$ cat src/hw/rtl/dss_pkg.sv
// shared types, codes and constants of the dual stack store
`timescale 1ns / 1ps

package dss_pkg;

   localparam int WORD_W        = 32;
   localparam int OP_W          = 3;
   localparam int CAP_W         = 7;
   localparam int DEPTH_DEFAULT = 64;

   localparam logic [CAP_W-1:0]  CAP_RESET = 7'd64;
   localparam logic [WORD_W-1:0] WORD_MIN  = 32'h8000_0000;

   typedef enum logic [OP_W-1:0] {
      OP_PUSH_LO = 3'd0,
      OP_PUSH_HI = 3'd1,
      OP_POP_LO  = 3'd2,
      OP_POP_HI  = 3'd3,
      OP_PEEK_LO = 3'd4,
      OP_PEEK_HI = 3'd5
   } op_type;

   typedef enum logic [1:0] {
      S_IDLE,
      S_READ,
      S_RESP
   } state_type;

   typedef struct packed {
      logic accept;
      logic capture;
   } ctrl_cmd_type;

   typedef struct packed {
      logic needs_read;
   } ctrl_status_type;

endpackage

$ cat src/hw/rtl/dss_if.sv
// handshake channels of the dual stack store: request, response and register write
`timescale 1ns / 1ps

interface dss_req_if;
   logic                           valid;
   logic                           ready;
   logic [dss_pkg::OP_W-1:0]       op;
   logic signed [dss_pkg::WORD_W-1:0] value;

   modport source (output valid, output op, output value, input ready);
   modport sink   (input valid, input op, input value, output ready);
endinterface

interface dss_rsp_if;
   logic                           valid;
   logic                           ready;
   logic signed [dss_pkg::WORD_W-1:0] data;
   logic                           ok;
   logic                           lower_empty;
   logic                           upper_empty;
   logic                           store_full;

   modport source (output valid, output data, output ok, output lower_empty,
                   output upper_empty, output store_full, input ready);
   modport sink   (input valid, input data, input ok, input lower_empty,
                   input upper_empty, input store_full, output ready);
endinterface

interface dss_csr_if;
   logic                       valid;
   logic                       ready;
   logic [dss_pkg::CAP_W-1:0]  capacity;

   modport source (output valid, output capacity, input ready);
   modport sink   (input valid, input capacity, output ready);
endinterface

$ cat src/hw/rtl/dss_ram.sv
// generic single-port-pair ram with registered read
`timescale 1ns / 1ps

module dss_ram #(
   parameter int WIDTH = dss_pkg::WORD_W,
   parameter int DEPTH = dss_pkg::DEPTH_DEFAULT
) (
   input  logic                     clock,
   input  logic                     wr_en,
   input  logic [$clog2(DEPTH)-1:0] wr_addr,
   input  logic [WIDTH-1:0]         wr_data,
   input  logic                     rd_en,
   input  logic [$clog2(DEPTH)-1:0] rd_addr,
   output logic [WIDTH-1:0]         rd_data
);

   logic [WIDTH-1:0] mem_ff [DEPTH];
   logic [WIDTH-1:0] rd_data_ff;

   always_ff @(posedge clock) begin
      if (wr_en) begin
         mem_ff[wr_addr] <= wr_data;
      end
      if (rd_en) begin
         rd_data_ff <= mem_ff[rd_addr];
      end
   end

   assign rd_data = rd_data_ff;

endmodule

$ cat src/hw/rtl/dss_ctrl.sv
// controller: sequences accept, store read and response hand-off
`timescale 1ns / 1ps

module dss_ctrl (
   input  logic                     clock,
   input  logic                     reset,
   input  logic                     req_valid,
   output logic                     req_ready,
   output logic                     rsp_valid,
   input  logic                     rsp_ready,
   input  dss_pkg::ctrl_status_type status,
   output dss_pkg::ctrl_cmd_type    cmd
);

   dss_pkg::state_type state_ff;
   dss_pkg::state_type state_in;

   always_ff @(posedge clock) begin
      if (reset) begin
         state_ff <= dss_pkg::S_IDLE;
      end else begin
         state_ff <= state_in;
      end
   end

   always_comb begin
      state_in = state_ff;
      unique case (state_ff)
         dss_pkg::S_IDLE: begin
            if (req_valid) begin
               state_in = status.needs_read ? dss_pkg::S_READ : dss_pkg::S_RESP;
            end
         end
         dss_pkg::S_READ: begin
            state_in = dss_pkg::S_RESP;
         end
         dss_pkg::S_RESP: begin
            if (rsp_ready) begin
               state_in = dss_pkg::S_IDLE;
            end
         end
         default: begin
            state_in = dss_pkg::S_IDLE;
         end
      endcase
   end

   always_comb begin
      req_ready   = 1'b0;
      rsp_valid   = 1'b0;
      cmd.accept  = 1'b0;
      cmd.capture = 1'b0;
      unique case (state_ff)
         dss_pkg::S_IDLE: begin
            req_ready  = 1'b1;
            cmd.accept = req_valid;
         end
         dss_pkg::S_READ: begin
            cmd.capture = 1'b1;
         end
         dss_pkg::S_RESP: begin
            rsp_valid = 1'b1;
         end
         default: begin
            req_ready = 1'b0;
         end
      endcase
   end

endmodule

$ cat src/hw/rtl/dss_datapath.sv
// datapath: stack counts, capacity, shared store and response register
`timescale 1ns / 1ps

module dss_datapath #(
   parameter int DEPTH = dss_pkg::DEPTH_DEFAULT
) (
   input  logic                          clock,
   input  logic                          reset,
   input  dss_pkg::ctrl_cmd_type         cmd,
   output dss_pkg::ctrl_status_type      status,
   input  logic [dss_pkg::OP_W-1:0]      req_op,
   input  logic [dss_pkg::WORD_W-1:0]    req_value,
   input  logic                          csr_we,
   input  logic [dss_pkg::CAP_W-1:0]     csr_capacity,
   output logic [dss_pkg::WORD_W-1:0]    rsp_data,
   output logic                          rsp_ok,
   output logic                          rsp_lower_empty,
   output logic                          rsp_upper_empty,
   output logic                          rsp_store_full
);

   localparam int CNT_W  = $clog2(DEPTH + 1);
   localparam int ADDR_W = $clog2(DEPTH);
   localparam int USED_RESET = (int'(dss_pkg::CAP_RESET) > DEPTH) ?
                               DEPTH : int'(dss_pkg::CAP_RESET);

   logic [CNT_W-1:0] lower_cnt_ff, lower_cnt_in;
   logic [CNT_W-1:0] upper_cnt_ff, upper_cnt_in;
   logic [CNT_W-1:0] used_cap_ff,  used_cap_in;

   logic [dss_pkg::WORD_W-1:0] rsp_data_ff, data_in;
   logic rsp_ok_ff, ok_in;
   logic rsp_lower_empty_ff, rsp_upper_empty_ff, rsp_store_full_ff;

   logic [CNT_W:0]            fill_now, fill_next;
   logic                      full_now;
   logic [CNT_W-1:0]          addr_cnt;
   logic                      wr_op, rd_op, needs_read;
   logic [dss_pkg::WORD_W-1:0] ram_rd_data;

   always_comb begin
      if (32'(csr_capacity) > 32'(DEPTH)) begin
         used_cap_in = CNT_W'(DEPTH);
      end else begin
         used_cap_in = CNT_W'(csr_capacity);
      end
   end

   assign fill_now = {1'b0, lower_cnt_ff} + {1'b0, upper_cnt_ff};
   assign full_now = fill_now >= {1'b0, used_cap_ff};

   always_comb begin
      lower_cnt_in = lower_cnt_ff;
      upper_cnt_in = upper_cnt_ff;
      addr_cnt     = '0;
      wr_op        = 1'b0;
      rd_op        = 1'b0;
      ok_in        = 1'b0;
      data_in      = '0;
      unique case (req_op)
         dss_pkg::OP_PUSH_LO: begin
            if (!full_now) begin
               wr_op        = 1'b1;
               addr_cnt     = lower_cnt_ff;
               lower_cnt_in = lower_cnt_ff + CNT_W'(1);
               ok_in        = 1'b1;
            end
         end
         dss_pkg::OP_PUSH_HI: begin
            if (!full_now) begin
               wr_op        = 1'b1;
               addr_cnt     = used_cap_ff - CNT_W'(1) - upper_cnt_ff;
               upper_cnt_in = upper_cnt_ff + CNT_W'(1);
               ok_in        = 1'b1;
            end
         end
         dss_pkg::OP_POP_LO, dss_pkg::OP_PEEK_LO: begin
            if (lower_cnt_ff == '0) begin
               data_in = dss_pkg::WORD_MIN;
            end else begin
               rd_op    = 1'b1;
               addr_cnt = lower_cnt_ff - CNT_W'(1);
               ok_in    = 1'b1;
               if (req_op == dss_pkg::OP_POP_LO) begin
                  lower_cnt_in = lower_cnt_ff - CNT_W'(1);
               end
            end
         end
         dss_pkg::OP_POP_HI, dss_pkg::OP_PEEK_HI: begin
            if (upper_cnt_ff == '0) begin
               data_in = dss_pkg::WORD_MIN;
            end else begin
               rd_op    = 1'b1;
               addr_cnt = used_cap_ff - upper_cnt_ff;
               ok_in    = 1'b1;
               if (req_op == dss_pkg::OP_POP_HI) begin
                  upper_cnt_in = upper_cnt_ff - CNT_W'(1);
               end
            end
         end
         default: begin
            ok_in = 1'b0;
         end
      endcase
   end

   assign needs_read        = rd_op;
   assign status.needs_read = needs_read;
   assign fill_next = {1'b0, lower_cnt_in} + {1'b0, upper_cnt_in};

   // a register write starts a fresh pair of empty stacks
   always_ff @(posedge clock) begin
      if (reset) begin
         lower_cnt_ff <= '0;
         upper_cnt_ff <= '0;
         used_cap_ff  <= CNT_W'(USED_RESET);
      end else if (csr_we) begin
         lower_cnt_ff <= '0;
         upper_cnt_ff <= '0;
         used_cap_ff  <= used_cap_in;
      end else if (cmd.accept) begin
         lower_cnt_ff <= lower_cnt_in;
         upper_cnt_ff <= upper_cnt_in;
      end
   end

   always_ff @(posedge clock) begin
      if (cmd.accept) begin
         rsp_data_ff        <= data_in;
         rsp_ok_ff          <= ok_in;
         rsp_lower_empty_ff <= lower_cnt_in == '0;
         rsp_upper_empty_ff <= upper_cnt_in == '0;
         rsp_store_full_ff  <= fill_next >= {1'b0, used_cap_ff};
      end else if (cmd.capture) begin
         rsp_data_ff <= ram_rd_data;
      end
   end

   dss_ram #(
      .WIDTH (dss_pkg::WORD_W),
      .DEPTH (DEPTH)
   ) u_store (
      .clock   (clock),
      .wr_en   (cmd.accept && wr_op),
      .wr_addr (addr_cnt[ADDR_W-1:0]),
      .wr_data (req_value),
      .rd_en   (cmd.accept && rd_op),
      .rd_addr (addr_cnt[ADDR_W-1:0]),
      .rd_data (ram_rd_data)
   );

   assign rsp_data        = rsp_data_ff;
   assign rsp_ok          = rsp_ok_ff;
   assign rsp_lower_empty = rsp_lower_empty_ff;
   assign rsp_upper_empty = rsp_upper_empty_ff;
   assign rsp_store_full  = rsp_store_full_ff;

endmodule

$ cat src/hw/rtl/dual_stack_shared_store_unit.sv
// top level of the dual stack store: two lifo stacks growing towards each other in one ram
//
//  channel  | role   | carries
//  ---------+--------+------------------------------------------------
//  req_ch   | sink   | op (3b), value (32b signed)
//  rsp_ch   | source | data (32b signed), ok, lower_empty, upper_empty, store_full
//  csr_ch   | sink   | capacity (7b), always ready, empties both stacks
//
// a push, a refused op or an empty read presents its response in the cycle after the accept
// a non-empty pop or peek first passes through the read state for the registered ram read
// one item at a time: the next item is taken the cycle after the response is taken
// synchronous active-high reset empties both stacks and sets capacity to 64, or to DEPTH if smaller
// store contents are not cleared by reset; a stalled response holds its payload
`timescale 1ns / 1ps

module dual_stack_shared_store_unit #(
   parameter int DEPTH = dss_pkg::DEPTH_DEFAULT
) (
   input  logic      clock,
   input  logic      reset,
   dss_req_if.sink   req_ch,
   dss_rsp_if.source rsp_ch,
   dss_csr_if.sink   csr_ch
);

   dss_pkg::ctrl_cmd_type    cmd;
   dss_pkg::ctrl_status_type status;
   logic                     rsp_valid;
   logic                     req_ready;

   dss_ctrl u_ctrl (
      .clock     (clock),
      .reset     (reset),
      .req_valid (req_ch.valid),
      .req_ready (req_ready),
      .rsp_valid (rsp_valid),
      .rsp_ready (rsp_ch.ready),
      .status    (status),
      .cmd       (cmd)
   );

   dss_datapath #(
      .DEPTH (DEPTH)
   ) u_datapath (
      .clock           (clock),
      .reset           (reset),
      .cmd             (cmd),
      .status          (status),
      .req_op          (req_ch.op),
      .req_value       (req_ch.value),
      .csr_we          (csr_ch.valid),
      .csr_capacity    (csr_ch.capacity),
      .rsp_data        (rsp_ch.data),
      .rsp_ok          (rsp_ch.ok),
      .rsp_lower_empty (rsp_ch.lower_empty),
      .rsp_upper_empty (rsp_ch.upper_empty),
      .rsp_store_full  (rsp_ch.store_full)
   );

   assign req_ch.ready = req_ready;
   assign rsp_ch.valid = rsp_valid;
   assign csr_ch.ready = 1'b1;

endmodule

$ cat src/flat_wrapper.sv
// flat-port wrapper written by rule: the top's interface ports become plain ports
module dual_stack_shared_store_unit_flat 
#(
   parameter int DEPTH = dss_pkg::DEPTH_DEFAULT
)
  (clock, reset, req_ch_valid, req_ch_op, req_ch_value, req_ch_ready, rsp_ch_valid, rsp_ch_data, rsp_ch_ok, rsp_ch_lower_empty, rsp_ch_upper_empty, rsp_ch_store_full, rsp_ch_ready, csr_ch_valid, csr_ch_capacity, csr_ch_ready);
  dss_req_if req_ch_i ();
  dss_rsp_if rsp_ch_i ();
  dss_csr_if csr_ch_i ();
  input  logic clock;
  input  logic reset;
  input wire logic [$bits(req_ch_i.valid)-1:0] req_ch_valid;
  input wire logic [$bits(req_ch_i.op)-1:0] req_ch_op;
  input wire logic [$bits(req_ch_i.value)-1:0] req_ch_value;
  output wire logic [$bits(req_ch_i.ready)-1:0] req_ch_ready;
  output wire logic [$bits(rsp_ch_i.valid)-1:0] rsp_ch_valid;
  output wire logic [$bits(rsp_ch_i.data)-1:0] rsp_ch_data;
  output wire logic [$bits(rsp_ch_i.ok)-1:0] rsp_ch_ok;
  output wire logic [$bits(rsp_ch_i.lower_empty)-1:0] rsp_ch_lower_empty;
  output wire logic [$bits(rsp_ch_i.upper_empty)-1:0] rsp_ch_upper_empty;
  output wire logic [$bits(rsp_ch_i.store_full)-1:0] rsp_ch_store_full;
  input wire logic [$bits(rsp_ch_i.ready)-1:0] rsp_ch_ready;
  input wire logic [$bits(csr_ch_i.valid)-1:0] csr_ch_valid;
  input wire logic [$bits(csr_ch_i.capacity)-1:0] csr_ch_capacity;
  output wire logic [$bits(csr_ch_i.ready)-1:0] csr_ch_ready;
  assign req_ch_i.valid = req_ch_valid;
  assign req_ch_i.op = req_ch_op;
  assign req_ch_i.value = req_ch_value;
  assign req_ch_ready = req_ch_i.ready;
  assign rsp_ch_valid = rsp_ch_i.valid;
  assign rsp_ch_data = rsp_ch_i.data;
  assign rsp_ch_ok = rsp_ch_i.ok;
  assign rsp_ch_lower_empty = rsp_ch_i.lower_empty;
  assign rsp_ch_upper_empty = rsp_ch_i.upper_empty;
  assign rsp_ch_store_full = rsp_ch_i.store_full;
  assign rsp_ch_i.ready = rsp_ch_ready;
  assign csr_ch_i.valid = csr_ch_valid;
  assign csr_ch_i.capacity = csr_ch_capacity;
  assign csr_ch_ready = csr_ch_i.ready;
  dual_stack_shared_store_unit #(.DEPTH(DEPTH)) u_core (.clock(clock), .reset(reset), .req_ch(req_ch_i), .rsp_ch(rsp_ch_i), .csr_ch(csr_ch_i));
endmodule
$ cat config.mk
export PLATFORM = sky130hd
export DESIGN_NAME = dual_stack_shared_store_unit_flat
export DESIGN_NICKNAME = d
export VERILOG_FILES = /design/src/hw/rtl/dss_pkg.sv /design/src/hw/rtl/dss_if.sv /design/src/hw/rtl/dss_ram.sv /design/src/hw/rtl/dss_ctrl.sv /design/src/hw/rtl/dss_datapath.sv /design/src/hw/rtl/dual_stack_shared_store_unit.sv /design/src/flat_wrapper.sv
export SDC_FILE = /design/constraint.sdc
export NUM_CORES = 2
export LEC_CHECK = 0
export BUFFER_PORTS_ARGS = -buffer_cell sky130_fd_sc_hd__clkbuf_2
export CAP_MARGIN = 0
export CORE_MARGIN = 4
export CORE_UTILIZATION = 46
export CTS_CLUSTER_DIAMETER = 40
export DETAILED_ROUTE_END_ITERATION = 8
export SKIP_LAST_GASP = 1
export SYNTH_ARGS = -nofsm -noshare
export SYNTH_HDL_FRONTEND = slang
export SYNTH_SLANG_ARGS = --single-unit
$ cat constraint.sdc
create_clock -name clock -period 14.9 [get_ports clock]
set_clock_uncertainty 0.1 [all_clocks]
set_input_delay 1.49 -clock clock [delete_from_list [all_inputs] [get_ports clock]]
set_output_delay 1.49 -clock clock [all_outputs]
set_load 0.01 [all_outputs]
==> results.md <==
* Final Util at 0.5374
* Synth unique cells at 80
* Layout cells sized above 1 at 0.1317
* Final Max Slew Viols at 0
* Period utilization at 0.5850
* I/O pins at 86
* Initial antenna violation count at 18
* Remaining DRCs at 0
* Filler cells at between 10000 and 15000
* CTS H-tree depth at 5
* Syn Inst Count at 5737
* Synth top cells by count: edfxtp_1, nand2_1, mux2i_1
* Max-Cap Viols at 0
* Leading register cell type out of synthesis: edfxtp_1
* Syn avg cell area at between 10 and 15 sq um
* Nets at 6022
* Drt wl/cell at 31.63 um
* Peak VDD IR at around 0.12 mV
* Placer Congestion at around 0.87
* Largest net degree at the start of global routing at 156
* Post-CTS setup buffer count at 0
* WHS at 410.7 ps
* Leakage at 35.03 nW
* Outcome: complete, no violations
* Setup_tns at 0 ps
* Routed Antenna Nets at 0
* Clock transition at the registers of the reported paths at 50 ps
* Number of synthesized flops with an enable pin at 2116
* IO Port Bufs at 84
* Initial DRT Pass Iterations at 6
* Die Y at 438.1 um
* Critical path arrival at 9230 ps
* Via count at 53290
* CTS tree: yes
* Hold Crit Class: flop to flop
* Horiz. Die Dim at 438.1 um
* Die area at around 190000 sq um
* Worst relative slew slack at 0.09763
* Total CTS buffers at 300
* Final worst setup slack at 6184 ps
* Hold-fix buffers at CTS at 0
* Worst-path fanout max at 155
* Cell family with most CP delay: buffers and inverters
* Cts repair resizes at 0
* Synthesized area at between 80000 and 90000 sq um
* Worst skew pair latency at 930 ps
* Sink Count at 2139
* Core Box Area at roughly 180000 sq um
* P&R area growth vs syn at 15.84%
* Pre-CTS setup slack at 6300 ps
* Most frequent cell after synthesis: edfxtp_1
* Remaining global-route overflow at 0
* Fin. Hold Viols at 0
* RSZ-0062 raised after global routing: false
* Setup CP Type: flop to flop
* CP most frequent cell: ha_1
* Clock tree buffer depth at 4
* Fraction of registers with async set/reset at 0
* CP endpoint kind: flop
* Crit path time final at 8716 ps
* Via-to-Cell Ratio at between 6 and 7
* Slowest stage delay, CP at 920 ps
* First-pass GRT wire length at about 380000 um
* Synth area leaders: edfxtp_1, mux2i_1, nand2_1
* Vias in the first global route at 50570
* CP max stage cell: buf_4
* CTS root buf: clkbuf_16
* Seq/Total Area, Yosys at 0.7520
* Detailed Route WL at 272500 um
* Detailed Place HPWL at 149500 um
* Power consumption at 14.70 mW
* CP bufs+invs at 4
* Fmax at 0.1147 GHz
* Yosys top cell by area: edfxtp_1
* Yosys reg bits at 2139
* Starting density of the core at 0.4639
* Least-Margin Pin Slew at 1354 ps
* Startpoint types: flop
* Row cnt at 157
* Area share of the largest cell type after synthesis at 0.7466
* Power Density at 149.1 nW/um^2
* Ys Warns at 0
* Synthesized Nets at 5828
* Finish-stage setup viols at 0
* Worst path required time at 15410 ps
* Total track usage at 0.2790
* Iter 0 DRT Violations at 7679
## cell type report
cell class / instances / area, sq um / share of cell area
timing repair buffer: 251 / 1774 / 0.01800
inverter: 28 / 105.1 / 0.001066
clock buffer: 343 / 7785 / 0.07896
sequential: 2139 / 64000 / 0.6492
clock inverter: 172 / 1857 / 0.01883
antenna: 9 / 22.52 / 0.0002284
tap: 2464 / 3083 / 0.03127
multi-input combinational: 3211 / 19960 / 0.2025
## path summary, 6_finish.rpt
check                                                       from                                         endpoint  slack (ps)  cells after the start
setup reg to reg  u_core.u_datapath.lower_cnt_ff[0]$_SDFFE_PP0P_  u_core.u_datapath.u_store.rd_data[19]$_DFFE_PP_        6180                     25
hold / removal     u_core.u_datapath.used_cap_ff[6]$_SDFFE_PP1P_    u_core.u_datapath.used_cap_ff[6]$_SDFFE_PP1P_         410                      2
hold reg to reg    u_core.u_datapath.used_cap_ff[6]$_SDFFE_PP1P_    u_core.u_datapath.used_cap_ff[6]$_SDFFE_PP1P_         410                      2
setup / recovery  u_core.u_datapath.lower_cnt_ff[0]$_SDFFE_PP0P_  u_core.u_datapath.u_store.rd_data[19]$_DFFE_PP_        6180                     25
## metrics by stage
| stage | cells | cell area, sq um |
|---|---|---|
| finish | 8617 | 98590 |
| global route | 8610 | 98570 |
| CTS | 8608 | 98570 |
| detailed placement | 8093 | 88930 |
| global placement | 8093 | 88930 |
| floorplan | 5737 | 85110 |
## power breakdown
group	switching, mW	total (mW)	internal, mW
clock	2.64	6.90	4.26
combinational	0.819	1.13	0.315
sequential	0.0118	6.67	6.65
total	3.47	14.7	11.2
## state kept, by name, summed over array words and instances (netlist names)
name,cells
u_core.u_ctrl.state_ff,2
u_core.u_datapath.lower_cnt_ff,7
u_core.u_datapath.rsp_data,32
u_core.u_datapath.rsp_lower_empty,1
u_core.u_datapath.rsp_ok,1
u_core.u_datapath.rsp_store_full,1
u_core.u_datapath.rsp_upper_empty,1
u_core.u_datapath.u_store.mem_ff,2048
u_core.u_datapath.u_store.rd_data,32
u_core.u_datapath.upper_cnt_ff,7
u_core.u_datapath.used_cap_ff,7
## worst reg2reg max path, delay by kind of cell (launching register included)
family,cells,cell delay [ps]
AO/OA/AOI/OAI,9,1750
flip-flops,1,420
XOR/XNOR,1,90
AND/OR/NAND/NOR,6,1600
adder cells (fa/ha/maj),4,1280
buffers and inverters,4,2850
multiplexers,1,360
## cells in the final DEF (no fill, tap or decap), drive strengths merged, types with 28 or more instances in the layout
cell	instances
edfxtp	2116
nand2	989
mux2i	517
clkbuf	427
a21oi	269
o22ai	264
buf	167
nand3	164
o21ai	159
nor2	154
and3	102
a31oi	98
clkinv	84
inv	60
a211oi	56
nand4	41
ha	40
a22oi	37
and2	32
nor4	29
or3	28
bufinv	28
clkinvlp	28
## layer usage
metal	wire (um)	vias to the layer above	GRT usage
met5	39	-	0
met4	12400	6	0.1196
met3	26770	573	0.05822
met2	125600	3124	0.4362
met1	107700	27135	0.3809
li1	-	22452	-
## logic make-up (layout without fill, tap and decap cells)
logic type / count (synthesis) / in the layout / synth area share
flops: 2139 / 2139 / 0.7520
xor+xnor: 29 / 29 / 0.002984
other cells: 1 / 10 / 0.00004406
buf+inv: 387 / 794 / 0.02116
compound gates: 1012 / 1012 / 0.07332
simple gates: 1605 / 1605 / 0.08236
mux: 519 / 519 / 0.06120
fa+ha+maj: 45 / 45 / 0.006939
Note: power is estimated with default switching activity, not from simulation.
